## src/hdl/c6xrel_pkg.sv

```systemverilog
`default_nettype none

package c6xrel_pkg;

    localparam int TRAMP_ENTRIES_DEF = 256;
    localparam int MAX_RSP           = 4;
    localparam int RSP_CNT_W         = 3;

    localparam logic [7:0] RT_ABS32      = 8'd1;
    localparam logic [7:0] RT_ABS16      = 8'd2;
    localparam logic [7:0] RT_ABS8       = 8'd3;
    localparam logic [7:0] RT_PCR_S21    = 8'd4;
    localparam logic [7:0] RT_PCR_S12    = 8'd5;
    localparam logic [7:0] RT_PCR_S10    = 8'd6;
    localparam logic [7:0] RT_DSBT_INDEX = 8'd24;

    localparam logic [1:0] SIZE_BYTE = 2'd0;
    localparam logic [1:0] SIZE_HALF = 2'd1;
    localparam logic [1:0] SIZE_WORD = 2'd2;

    localparam logic [0:0] CFG_TRAMP_BASE  = 1'b0;
    localparam logic [0:0] CFG_TRAMP_COUNT = 1'b1;

    localparam logic [31:0] OP_MVKL    = 32'h0051d1aa;
    localparam logic [31:0] OP_MVKH    = 32'h0051d1ea;
    localparam logic [31:0] OP_NOP     = 32'h0080a362;
    localparam logic [31:0] K_FIELD    = 32'h007fff80;
    localparam logic [31:0] DSBT_FIELD = 32'h007fff00;

    typedef struct packed {
        logic [7:0]  reloc_type;
        logic [31:0] place_addr;
        logic [31:0] place_word;
        logic [31:0] sym_value;
    } reloc_req_t;

    typedef struct packed {
        logic [31:0] write_addr;
        logic [31:0] write_data;
        logic [1:0]  write_size;
        logic        write_valid;
        logic        fail;
        logic        last;
    } reloc_rsp_t;

    typedef struct packed {
        reloc_rsp_t [MAX_RSP-1:0] rsp;
        logic [RSP_CNT_W-1:0]     count;
        logic                     alloc;
    } calc_out_t;

    function automatic reloc_rsp_t fail_rsp();
        reloc_rsp_t r;
        r = '0;
        r.fail = 1'b1;
        r.last = 1'b1;
        return r;
    endfunction

    function automatic reloc_rsp_t word_rsp(input logic [31:0] addr,
                                            input logic [31:0] data,
                                            input logic        last);
        reloc_rsp_t r;
        r.write_addr  = addr;
        r.write_data  = data;
        r.write_size  = SIZE_WORD;
        r.write_valid = 1'b1;
        r.fail        = 1'b0;
        r.last        = last;
        return r;
    endfunction

    // Word displacement from the 32-byte aligned place, arithmetic.
    function automatic logic [29:0] pcr_delta(input logic [31:0] place,
                                              input logic [31:0] dest);
        logic [31:0] diff;
        diff = dest - {place[31:5], 5'b0};
        return diff[31:2];
    endfunction

    function automatic logic pcr_fits(input logic [7:0]  rtype,
                                      input logic [29:0] delta);
        logic fit;
        case (rtype)
            RT_PCR_S21: fit = (&delta[29:20]) | ~(|delta[29:20]);
            RT_PCR_S12: fit = (&delta[29:11]) | ~(|delta[29:11]);
            default:    fit = (&delta[29:9])  | ~(|delta[29:9]);
        endcase
        return fit;
    endfunction

    function automatic logic [31:0] pcr_patch(input logic [7:0]  rtype,
                                              input logic [31:0] word,
                                              input logic [29:0] delta);
        logic [31:0] w;
        case (rtype)
            RT_PCR_S21: w = {word[31:28], delta[20:0], word[6:0]};
            RT_PCR_S12: w = {word[31:28], delta[11:0], word[15:0]};
            default:    w = {word[31:23], delta[9:0],  word[12:0]};
        endcase
        return w;
    endfunction

endpackage

`default_nettype wire

```

## src/hdl/c6xrel_calc.sv

```systemverilog
`default_nettype none

module c6xrel_calc
    import c6xrel_pkg::*;
#(
    parameter int TRAMP_ENTRIES = TRAMP_ENTRIES_DEF
)(
    input  wire reloc_req_t                              req,
    input  wire logic [31:0]                             tramp_base,
    input  wire logic [8:0]                              tramp_count,
    input  wire logic [$clog2(TRAMP_ENTRIES+1)-1:0]      next_free,
    output calc_out_t                                    res
);

    localparam int CNT_W = $clog2(TRAMP_ENTRIES + 1);
    localparam int AV_W  = (CNT_W > 9) ? CNT_W : 9;
    localparam int OFF_W = CNT_W + 4;
    localparam logic [AV_W-1:0] ENT_LIM = AV_W'(TRAMP_ENTRIES);

    logic             is_pcr;
    logic [29:0]      delta_sym;
    logic [29:0]      delta_ent;
    logic [AV_W-1:0]  nfe_ext;
    logic [AV_W-1:0]  cnt_ext;
    logic             have_entry;
    logic [OFF_W-1:0] ent_off;
    logic [31:0]      ent_addr;
    logic [31:0]      mvkl_word;
    logic [31:0]      mvkh_word;

    assign nfe_ext    = AV_W'(next_free);
    assign cnt_ext    = AV_W'(tramp_count);
    assign have_entry = (nfe_ext < cnt_ext) && (nfe_ext < ENT_LIM);

    // entry * 12
    assign ent_off  = {1'b0, next_free, 3'b000} + {2'b00, next_free, 2'b00};
    assign ent_addr = tramp_base + 32'(ent_off);

    assign delta_sym = pcr_delta(req.place_addr, req.sym_value);
    assign delta_ent = pcr_delta(req.place_addr, ent_addr);

    assign mvkl_word = (OP_MVKL & ~K_FIELD) | {9'b0, req.sym_value[15:0], 7'b0};
    assign mvkh_word = (OP_MVKH & ~K_FIELD) | {9'b0, req.sym_value[31:16], 7'b0};

    always_comb
    begin
        is_pcr    = 1'b0;
        res       = '0;
        res.count = RSP_CNT_W'(1);
        unique case (req.reloc_type) inside
            RT_ABS32:
            begin
                res.rsp[0] = word_rsp(req.place_addr, req.sym_value, 1'b1);
            end
            RT_ABS16:
            begin
                res.rsp[0] = word_rsp(req.place_addr, {16'b0, req.sym_value[15:0]}, 1'b1);
                res.rsp[0].write_size = SIZE_HALF;
            end
            RT_ABS8:
            begin
                res.rsp[0] = word_rsp(req.place_addr, {24'b0, req.sym_value[7:0]}, 1'b1);
                res.rsp[0].write_size = SIZE_BYTE;
            end
            RT_DSBT_INDEX:
            begin
                res.rsp[0] = word_rsp(req.place_addr, req.place_word & ~DSBT_FIELD, 1'b1);
            end
            RT_PCR_S21, RT_PCR_S12, RT_PCR_S10:
            begin
                is_pcr = 1'b1;
            end
            default:
            begin
                res.rsp[0] = fail_rsp();
            end
        endcase

        if (is_pcr)
        begin
            if (pcr_fits(req.reloc_type, delta_sym))
            begin
                res.rsp[0] = word_rsp(req.place_addr,
                                      pcr_patch(req.reloc_type, req.place_word, delta_sym),
                                      1'b1);
            end
            else if (!have_entry)
            begin
                res.rsp[0] = fail_rsp();
            end
            else
            begin
                res.alloc  = 1'b1;
                res.count  = RSP_CNT_W'(MAX_RSP);
                res.rsp[0] = word_rsp(ent_addr, mvkl_word, 1'b0);
                res.rsp[1] = word_rsp(ent_addr + 32'd4, mvkh_word, 1'b0);
                res.rsp[2] = word_rsp(ent_addr + 32'd8, OP_NOP, 1'b0);
                if (pcr_fits(req.reloc_type, delta_ent))
                    res.rsp[3] = word_rsp(req.place_addr,
                                          pcr_patch(req.reloc_type, req.place_word,
                                                    delta_ent),
                                          1'b1);
                else
                    res.rsp[3] = fail_rsp();
            end
        end
    end

endmodule

`default_nettype wire

```

## src/hdl/c6x_rel_patch_with_trampolines_core.sv

```systemverilog
// C6000 REL relocation patcher. Each accepted request is one relocation and
// yields a burst of one to four results on the output channel, the final one
// marked last. Absolute, DSBT and in-range PC-relative relocations give one
// result, so a request can enter every cycle while the output is not stalled;
// an out-of-range PC-relative relocation claims the next trampoline entry, if
// one is free, and gives four results, which the single-result output port
// presents in turn. Each request is registered, then its results are loaded
// into the output buffer, from which the first result is presented. Program
// tramp_base and tramp_count while idle; the allocation pointer is cleared only by reset.
`default_nettype none

module c6x_rel_patch_with_trampolines_core
    import c6xrel_pkg::*;
#(
    parameter int TRAMP_ENTRIES = TRAMP_ENTRIES_DEF
)(
    input  wire logic        clk,
    input  wire logic        rst_n,
    input  wire logic        in_valid,
    output logic             in_stall,
    input  wire reloc_req_t  in_req,
    output logic             out_valid,
    input  wire logic        out_stall,
    output reloc_rsp_t       out_rsp,
    input  wire logic        cfg_we,
    input  wire logic [0:0]  cfg_index,
    input  wire logic [31:0] cfg_data
);

    localparam int CNT_W = $clog2(TRAMP_ENTRIES + 1);

    logic                 req_valid_reg, req_valid_next;
    reloc_req_t           req_reg;
    logic [31:0]          tramp_base_reg;
    logic [8:0]           tramp_count_reg;
    logic [CNT_W-1:0]     nfe_reg, nfe_next;
    reloc_rsp_t           buf_reg [MAX_RSP];
    reloc_rsp_t           buf_next [MAX_RSP];
    logic [RSP_CNT_W-1:0] rem_reg, rem_next;

    calc_out_t calc;
    logic      take;
    logic      load;
    logic      accept;

    c6xrel_calc #(
        .TRAMP_ENTRIES (TRAMP_ENTRIES)
    ) u_calc (
        .req         (req_reg),
        .tramp_base  (tramp_base_reg),
        .tramp_count (tramp_count_reg),
        .next_free   (nfe_reg),
        .res         (calc)
    );

    assign out_valid = (rem_reg != '0);
    assign out_rsp   = buf_reg[0];
    assign take      = out_valid && !out_stall;
    assign load      = req_valid_reg &&
                       ((rem_reg == '0) || (take && (rem_reg == RSP_CNT_W'(1))));
    assign in_stall  = req_valid_reg && !load;
    assign accept    = in_valid && !in_stall;

    always_comb
    begin
        req_valid_next = req_valid_reg;
        if (accept)
            req_valid_next = 1'b1;
        else if (load)
            req_valid_next = 1'b0;
    end

    always_comb
    begin
        nfe_next = nfe_reg;
        if (load && calc.alloc)
            nfe_next = nfe_reg + CNT_W'(1);
    end

    always_comb
    begin
        rem_next = rem_reg;
        for (int i = 0; i < MAX_RSP; i++)
            buf_next[i] = buf_reg[i];
        if (load)
        begin
            rem_next = calc.count;
            for (int i = 0; i < MAX_RSP; i++)
                buf_next[i] = calc.rsp[i];
        end
        else if (take)
        begin
            rem_next = rem_reg - RSP_CNT_W'(1);
            for (int i = 0; i < MAX_RSP - 1; i++)
                buf_next[i] = buf_reg[i+1];
            buf_next[MAX_RSP-1] = buf_reg[MAX_RSP-1];
        end
    end

    always_ff @(posedge clk or negedge rst_n)
    begin
        if (!rst_n)
        begin
            req_valid_reg   <= 1'b0;
            nfe_reg         <= '0;
            rem_reg         <= '0;
            tramp_base_reg  <= '0;
            tramp_count_reg <= '0;
        end
        else
        begin
            req_valid_reg <= req_valid_next;
            nfe_reg       <= nfe_next;
            rem_reg       <= rem_next;
            if (cfg_we)
            begin
                unique case (cfg_index)
                    CFG_TRAMP_BASE:  tramp_base_reg  <= cfg_data;
                    CFG_TRAMP_COUNT: tramp_count_reg <= cfg_data[8:0];
                    default:         ;
                endcase
            end
        end
    end

    always_ff @(posedge clk)
    begin
        if (accept)
            req_reg <= in_req;
        for (int i = 0; i < MAX_RSP; i++)
            buf_reg[i] <= buf_next[i];
    end

endmodule

`default_nettype wire

```

## config.mk

```make
export PLATFORM = sky130hd
export DESIGN_NAME = c6x_rel_patch_with_trampolines_core
export DESIGN_NICKNAME = d
export VERILOG_FILES = /design/src/hdl/c6xrel_pkg.sv /design/src/hdl/c6xrel_calc.sv /design/src/hdl/c6x_rel_patch_with_trampolines_core.sv
export SDC_FILE = /design/constraint.sdc
export NUM_CORES = 1
export LEC_CHECK = 0
export BUFFER_PORTS_ARGS = -buffer_cell sky130_fd_sc_hd__buf_2
export CAP_MARGIN = 20
export CORE_MARGIN = 4
export CORE_UTILIZATION = 60
export CTS_BUF_LIST = sky130_fd_sc_hd__clkbuf_4 sky130_fd_sc_hd__clkbuf_8 sky130_fd_sc_hd__clkbuf_16
export DETAILED_ROUTE_END_ITERATION = 6
export GPL_ROUTABILITY_DRIVEN = 1
export GPL_TIMING_DRIVEN = 1
export PLACE_DENSITY = 0.89
export RECOVER_POWER = 100
export REMOVE_ABC_BUFFERS = 1
export SYNTH_ARGS = -nofsm -noshare
export SYNTH_HDL_FRONTEND = slang
export SYNTH_HIERARCHICAL = 1
export SYNTH_SLANG_ARGS = --single-unit
```

## constraint.sdc

```tcl
create_clock -name clk -period 18.8 [get_ports clk]
set_input_delay 3.76 -clock clk [delete_from_list [all_inputs] [get_ports clk]]
set_output_delay 3.76 -clock clk [all_outputs]
set_load 0.01 [all_outputs]
```

==> results of run 1 <==
[placed cells by master (no fill, tap or decap), types with 24 or more instances in the layout]
cell	count
sky130_fd_sc_hd__edfxtp_1	373
sky130_fd_sc_hd__mux2_2	218
sky130_fd_sc_hd__nor2_1	160
sky130_fd_sc_hd__nand2_1	142
sky130_fd_sc_hd__buf_2	127
sky130_fd_sc_hd__xnor2_1	96
sky130_fd_sc_hd__inv_1	94
sky130_fd_sc_hd__clkbuf_1	86
sky130_fd_sc_hd__a21oi_1	81
sky130_fd_sc_hd__ha_1	78
sky130_fd_sc_hd__and3_1	75
sky130_fd_sc_hd__o21ai_0	63
sky130_fd_sc_hd__dfrtp_1	54
sky130_fd_sc_hd__clkbuf_16	46
sky130_fd_sc_hd__conb_1	44
sky130_fd_sc_hd__nand3_1	42
sky130_fd_sc_hd__a22o_1	41
sky130_fd_sc_hd__mux2_1	32
sky130_fd_sc_hd__nor3_1	31
sky130_fd_sc_hd__xor2_1	29
sky130_fd_sc_hd__a21o_1	28
sky130_fd_sc_hd__o211ai_1	24
[stage by stage]
step | power [mW] | setup slack, ns
2_1_floorplan | 2.98 | 2.73
3_3_place_gp | 3.33 | 10.39
3_5_place_dp | 3.41 | 10.37
4_1_cts | 4.34 | 10.37
5_1_grt | 4.58 | 5.79
6_report | 4.36 | 6.46
[worst register-to-register path, delay by kind of cell, from the launching register on]
kind | cells | cell delay (ns)
AO/OA/AOI/OAI | 7 | 2.49
adder cells (fa/ha/maj) | 2 | 0.66
buffers and inverters | 3 | 3.65
flip-flops | 1 | 0.48
multiplexers | 1 | 0.32
AND/OR/NAND/NOR | 5 | 2.22
[metal layers]
metal  wire (um)  vias to the layer above
li1            -                     8142
met1       26600                     8874
met2       32900                      877
met3        5330                      150
met4        2030                        2
met5          13                        -
[final timing paths]
path	to	cells after the start	slack [ns]
min reg2reg	tramp_base_reg[0]$_DFFE_PN0P_	1	0.51
min	tramp_base_reg[0]$_DFFE_PN0P_	1	0.51
max in group asynchronous	nfe_reg[2]$_DFFE_PN0P_	2	13.00
max	buf_reg[0][36]$_DFFE_PP_	8	6.46
max reg2reg	buf_reg[0][17]$_DFFE_PP_	18	8.73
min in group asynchronous	tramp_base_reg[24]$_DFFE_PN0P_	2	4.18
[power breakdown]
group	switching, mW	total (mW)	internal (mW)
sequential	0.162	1.75	1.59
clock	0.367	0.915	0.548
combinational	1.01	1.69	0.675
total	1.54	4.36	2.82
[cell type report]
| type | instances | area (sq um) |
|---|---|---|
| repair buffers | 229 | 1090 |
| clock inverters | 21 | 265 |
| flip-flops and latches | 427 | 12600 |
| inverters | 97 | 365 |
| clock buffers | 58 | 1240 |
| fillers | 3068 | 13700 |
| multi-input cells | 1492 | 11000 |
| well taps | 532 | 666 |
==> PnR_summary.wiki, run 1 <==
{| class="wikitable"
! Metric !! Value
|-
| Critical-path top delay cell || sky130_fd_sc_hd__clkbuf_1
|-
| Max Buffers Root-to-Sink || 3
|-
| Number of buffers added on ports || 205
|-
| Number of post-CTS setup repair buffers || 0
|-
| Max reg flops || 276
|-
| Final hold violation count || 0
|-
| End-of-flow core utilization || 0.665
|-
| Number of ports placed on the die boundary || 213
|-
| Final #Nets || about 2500
|-
| Count of inserted antenna diode cells || 0
|-
| Period utilisation layout || 0.656
|-
| Highest ir drop seen on vdd || 0.149 mV
|-
| Final setup violating endpoints || 0
|-
| M1 GR Usage || 0.396
|-
| Remaining design rule violation count || 0
|-
| H-Tree Level Count || 2
|-
| Hpwl dp || 46500 um
|-
| Min-Delay Startpoint || tramp_base_reg[0]$_DFFE_PN0P_
|-
| # resized after CTS || 0
|-
| Minimum period implied by the final worst setup slack || 12.34 ns
|-
| Synth warn || 6
|-
| F_max || 81.0 MHz
|-
| Total standard cell area after synthesis || 24900 sq um
|-
| Critical path peak fanout || 163
|-
| Failing checks || capacitance limit, slew limit
|-
| Average wire length per cell after detail routing || 23.4 um
|-
| Family with the most delay on the worst path || buffers and inverters
|-
| Placed cell areas || 25900 sq um
|-
| Setup repair after global routing missed its margin || no
|-
| Placed Cells incl. Taps || 2777
|-
| Crit path launch type || input pin
|-
| Cell-by-cell listing of the critical path || clkbuf_1 > nor2b_1 > o211ai_4 > clkbuf_1 > clkinv_1 > clkbuf_1 > or2_0 > buf_12
|-
| 1st-pass router iterations || 6
|-
| Number of design-rule violations left by the first detailed-router iteration || 2029
|-
| Start-to-end type of the worst setup path || input pin to flip-flop
|-
| Global-route usage over all layers || 0.293
|-
| Clock net sink count || between 400 and 500
|-
| Root Buffer Master || sky130_fd_sc_hd__clkbuf_16
|-
| Routed Antenna Nets || 0
|-
| Buffers and inverters on the worst path || 5
|-
| Worst Hold Class || flip-flop to flip-flop
|-
| Area enclosed by the die boundary || 44700 sq um
|-
| Max-slew headroom || -2.14
|-
| Status || finished, violations left
|-
| FF-to-FF Start || req_reg[69]$_DFFE_PP_
|-
| First-pass GRT wire length || around 100000 um
|-
| P per Cell Area || 160 nW/um^2
|-
| Met3 capacity usage during global routing || 0.0399
|-
| Clock latency reported for the late side of the worst-skew pair || 0.58 ns
|-
| Layout cell share with drive strength beyond 1 || 0.199
|-
| Crit end category || flip-flop
|-
| Clock tree from TritonCTS || done
|-
| Vias post-DR || 18045
|-
| Num rows || 74
|-
| Final cell area excluding filler cells || around 27000 sq um
|-
| Count of non-filler cells in the finished layout || 2856
|-
| Met2 global-route usage || 0.499
|-
| Crit path launch || out_stall
|-
| Setup TNS after final layout || 0 ns
|-
| Vias in the first global route || 18089
|-
| Placer Congestion || 0.930
|-
| Area grow syn2layout || 9.51%
|-
| Placeable Area || 40900 sq um
|-
| Synthesized netlist cell count || about 2100
|-
| Post-CTS clock slew at the launch and capture registers of the worst setup and hold paths || 0.06 ns
|-
| Slew Viols, Final || 735
|-
| Chip width || 212 um
|-
| Mean number of vias per cell || approximately 6.3
|-
| Number of buffers added to fix hold violations after cts || 0
|-
| Static power due to leakage || 10.7 nW
|-
| Total grt overflow || 0
|-
| Starting Density || 0.607
|-
| Worst hold slack after final layout || 0.511 ns
|-
| Grt peak-use layer || met2
|-
| Largest net degree at the start of global routing || 164
|-
| Aggregate routed wire length || 66900 um
|-
| Die height || between 200 and 250 um
|-
| Critical path's largest stage delay || 3.33 ns
|-
| Max-cap viol count || 12
|-
| Required time at the worst-slack endpoint || 18.98 ns
|-
| Most frequent CP cell || sky130_fd_sc_hd__clkbuf_1
|-
| TritonCTS Buffers || 45
|-
| Skew final || 0.0307 ns
|-
| Least-Margin Pin Slew || 4.70 ns
|-
| Average cell area after synthesis || about 12 sq um
|-
| Critical path data arrival time || between 10 and 15 ns
|-
| Initial antenna violation count || 1
|}
Power figures use the tool's default switching activity.
==> inputs of run 2 (changes only) <==
- clock period: 18.8 -> 12.1 ns (I/O delays scaled with it)
==> run 2 against run 1 <==
  * The run ends with DRC, capacitance limit, slew limit left
  * Critical path depth fell by 2
  * Via count fell by 0.71%
  * Setup slack got worse by 3.7 ns
  * Wire length fell by 1.4%
  * Count of clock-buffer cells in the layout rose by 1
  * Register-to-register slack got worse by 5.7 ns
  * Critical endpoint is now buf_reg[0][24]$_DFFE_PP_
  * Highest routed layer is now met4
==> PnR_summary.wiki, run 2 (synthesis results as in run 1) <==
{| class="wikitable"
! Metric !! Value
|-
| Setup TNS after final layout || 0 ns (unchanged)
|-
| Final #Nets || 2524 (was 2523)
|-
| Layout cell share with drive strength beyond 1 || 0.205 (was 0.199)
|-
| Total grt overflow || 0 (unchanged)
|-
| H-Tree Level Count || 2 (unchanged)
|-
| Setup repair after global routing missed its margin || no (unchanged)
|-
| Least-Margin Pin Slew || 4.81 ns (was 4.70 ns)
|-
| Static power due to leakage || 10.6 nW (was 10.7 nW)
|-
| Post-CTS clock slew at the launch and capture registers of the worst setup and hold paths || 0.06 ns (about the same)
|-
| Max Buffers Root-to-Sink || 3 (unchanged)
|-
| First-pass GRT wire length || 101000 um (was 102000 um)
|-
| Aggregate routed wire length || 66000 um (was 66900 um)
|-
| End-of-flow core utilization || 0.664 (was 0.665)
|-
| Die height || 212 um (unchanged)
|-
| Area enclosed by the die boundary || 44700 sq um (unchanged)
|-
| Minimum period implied by the final worst setup slack || 9.38 ns
|-
| Global-route usage over all layers || 0.290 (was 0.293)
|-
| Worst Hold Class || flip-flop to flip-flop (unchanged)
|-
| Buffers and inverters on the worst path || 3 (was 5)
|-
| Root Buffer Master || sky130_fd_sc_hd__clkbuf_16 (unchanged)
|-
| Placed Cells incl. Taps || 2777 (unchanged)
|-
| Status || finished, violations left (unchanged)
|-
| Num rows || 74 (unchanged)
|-
| Min-Delay Startpoint || tramp_count_reg[5]$_DFFE_PN0P_ (was tramp_base_reg[0]$_DFFE_PN0P_)
|-
| Critical path's largest stage delay || 2.84 ns (was 3.33 ns)
|-
| Starting Density || 0.607 (unchanged)
|-
| Placed cell areas || 25900 sq um (about the same)
|-
| Number of design-rule violations left by the first detailed-router iteration || 1714 (was 2029)
|-
| Failing checks || DRC, capacitance limit, slew limit (was capacitance limit, slew limit)
|-
| Final hold violation count || 0 (unchanged)
|-
| Count of inserted antenna diode cells || 0 (unchanged)
|-
| Critical path data arrival time || 9.68 ns (was 12.52 ns)
|-
| Largest net degree at the start of global routing || 87 (was 164)
|-
| Final setup violating endpoints || 0 (unchanged)
|-
| Vias post-DR || 17916 (was 18045)
|-
| Family with the most delay on the worst path || buffers and inverters (unchanged)
|-
| Vias in the first global route || 17856 (was 18089)
|-
| Total number of cells along the worst setup path || 6 (was 8)
|-
| Commonest cells after routing, fill and taps aside || 373 x sky130_fd_sc_hd__edfxtp_1, 230 x sky130_fd_sc_hd__mux2_2, 160 x sky130_fd_sc_hd__nor2_1, 141 x sky130_fd_sc_hd__nand2_1, 124 x sky130_fd_sc_hd__buf_2 (was 373 x sky130_fd_sc_hd__edfxtp_1, 218 x sky130_fd_sc_hd__mux2_2, 160 x sky130_fd_sc_hd__nor2_1, 142 x sky130_fd_sc_hd__nand2_1, 127 x sky130_fd_sc_hd__buf_2)
|-
| Highest ir drop seen on vdd || 0.166 mV (was 0.149 mV)
|-
| Max reg flops || 276 (unchanged)
|-
| # resized after CTS || 0 (unchanged)
|-
| Number of buffers added on ports || 205 (unchanged)
|-
| Worst Slack Setup Final || 2.72 ns (was 6.46 ns)
|-
| Start-to-end type of the worst setup path || input pin to flip-flop (unchanged)
|-
| Placeable Area || 40900 sq um (unchanged)
|-
| TritonCTS Buffers || 45 (unchanged)
|-
| Cell-by-cell listing of the critical path || clkbuf_1 > nor2b_1 > o211ai_1 > clkbuf_1 > clkbuf_1 > mux2_2 (was clkbuf_1 > nor2b_1 > o211ai_4 > clkbuf_1 > clkinv_1 > clkbuf_1 > or2_0 > buf_12)
|-
| Clock tree from TritonCTS || done (unchanged)
|-
| Number of ports placed on the die boundary || 213 (unchanged)
|-
| Number of buffers added to fix hold violations after cts || 0 (unchanged)
|-
| Initial antenna violation count || 0 (was 1)
|-
| Leading cell type in the layout, fill and taps excluded || sky130_fd_sc_hd__edfxtp_1 (unchanged)
|-
| Hpwl dp || 46000 um (was 46500 um)
|-
| Worst hold slack after final layout || 0.508 ns (was 0.511 ns)
|-
| Hold endpoint || tramp_count_reg[5]$_DFFE_PN0P_ (was tramp_base_reg[0]$_DFFE_PN0P_)
|-
| Crit path launch type || input pin (unchanged)
|-
| Total design power || 6.71 mW (was 4.36 mW)
|-
| Hold path cells || 1 (unchanged)
|-
| Count of non-filler cells in the finished layout || 2860 (was 2856)
|-
| Worst reg2reg setup slack || 3.03 ns (was 8.73 ns)
|-
| Max-cap viol count || 12 (unchanged)
|-
| Period utilisation layout || 0.775
|-
| Number of post-CTS setup repair buffers || 0 (unchanged)
|-
| Final cell area excluding filler cells || 27200 sq um (about the same)
|-
| Area grow syn2layout || 9.27% (was 9.51%)
|-
| Remaining design rule violation count || 2 (was 0)
|-
| Placement-stage worst setup slack || 5.08 ns (was 10.37 ns)
|-
| Reg-to-Reg End || buf_reg[3][12]$_DFFE_PP_ (was buf_reg[0][17]$_DFFE_PP_)
|-
| Required time at the worst-slack endpoint || 12.40 ns (was 18.98 ns)
|-
| Clock net sink count || 427 (unchanged)
|-
| Placer Congestion || 0.937 (was 0.930)
|-
| Skew final || 0.0290 ns (was 0.0307 ns)
|-
| 1st-pass router iterations || 7 (was 6)
|-
| Clock latency reported for the late side of the worst-skew pair || 0.58 ns (about the same)
|-
| F_max || 107 MHz
|-
| Max-slew headroom || -2.20 (was -2.14)
|-
| FF-to-FF Start || nfe_reg[0]$_DFFE_PN0P_ (was req_reg[69]$_DFFE_PP_)
|-
| Slew Viols, Final || 720 (was 735)
|-
| Most frequent CP cell || sky130_fd_sc_hd__clkbuf_1 (unchanged)
|-
| Chip width || 212 um (unchanged)
|-
| Routed Antenna Nets || 0 (unchanged)
|-
| Critical-path top delay cell || sky130_fd_sc_hd__clkbuf_1 (unchanged)
|-
| Critical path peak fanout || 69 (was 163)
|-
| P per Cell Area || 247 nW/um^2 (was 160 nW/um^2)
|-
| Worst r2r path cells || 24 (was 18)
|-
| Mean number of vias per cell || 6.26 (was 6.32)
|-
| Crit end category || flip-flop (unchanged)
|-
| Average wire length per cell after detail routing || 23.1 um (was 23.4 um)
|}
run 2: cell types whose count changed in the layout (fill, tap and decap cells not counted), moves of 3 or more:
| cell | delta |
|---|---|
| sky130_fd_sc_hd__clkinv_2 | +8 |
| sky130_fd_sc_hd__inv_6 | +4 |
| sky130_fd_sc_hd__buf_4 | +3 |
| sky130_fd_sc_hd__and2_0 | +3 |
| sky130_fd_sc_hd__clkbuf_1 | +3 |
| sky130_fd_sc_hd__and2_1 | -3 |
| sky130_fd_sc_hd__bufinv_16 | -4 |
| sky130_fd_sc_hd__mux2_1 | -12 |
| sky130_fd_sc_hd__clkbuf_8 | +3 |
| sky130_fd_sc_hd__clkbuf_4 | -3 |
| sky130_fd_sc_hd__mux2_2 | +12 |
| sky130_fd_sc_hd__buf_2 | -3 |
| sky130_fd_sc_hd__clkinv_1 | -5 |
run 2: layer usage:
layer	GRT usage	vias to the layer above	share of wire
met5	0	-	0
met1	0.389	8765	0.40
met4	0.0917	0	0.030
li1	-	8130	-
met2	0.489	883	0.49
met3	0.0449	138	0.081
run 2: how the worst max path moves through the flow:
stage | start | end
4_1_cts | nfe_reg[0]$_DFFE_PN0P_ | buf_reg[3][28]$_DFFE_PP_
5_1_grt | out_stall | buf_reg[0][24]$_DFFE_PP_
2_1_floorplan | out_stall | buf_reg[0][0]$_DFFE_PP_
3_3_place_gp | nfe_reg[0]$_DFFE_PN0P_ | buf_reg[3][25]$_DFFE_PP_
3_5_place_dp | nfe_reg[0]$_DFFE_PN0P_ | buf_reg[3][28]$_DFFE_PP_
6_report | out_stall | buf_reg[0][24]$_DFFE_PP_
run 2: cell type report:
type / count / area, sq um
fillers: 3050 / 13800
flip-flops and latches: 427 / 12600
multi-input cells: 1492 / 11000
clock buffers: 59 / 1280
repair buffers: 230 / 1080
well taps: 532 / 666
inverters: 97 / 365
clock inverters: 23 / 193
run 2: power breakdown:
part | switching (mW) | internal (mW) | leakage, nW
sequential | 0.246 | 2.48 | 4.20
combinational | 1.56 | 1.04 | 5.70
clock | 0.584 | 0.797 | 0.743
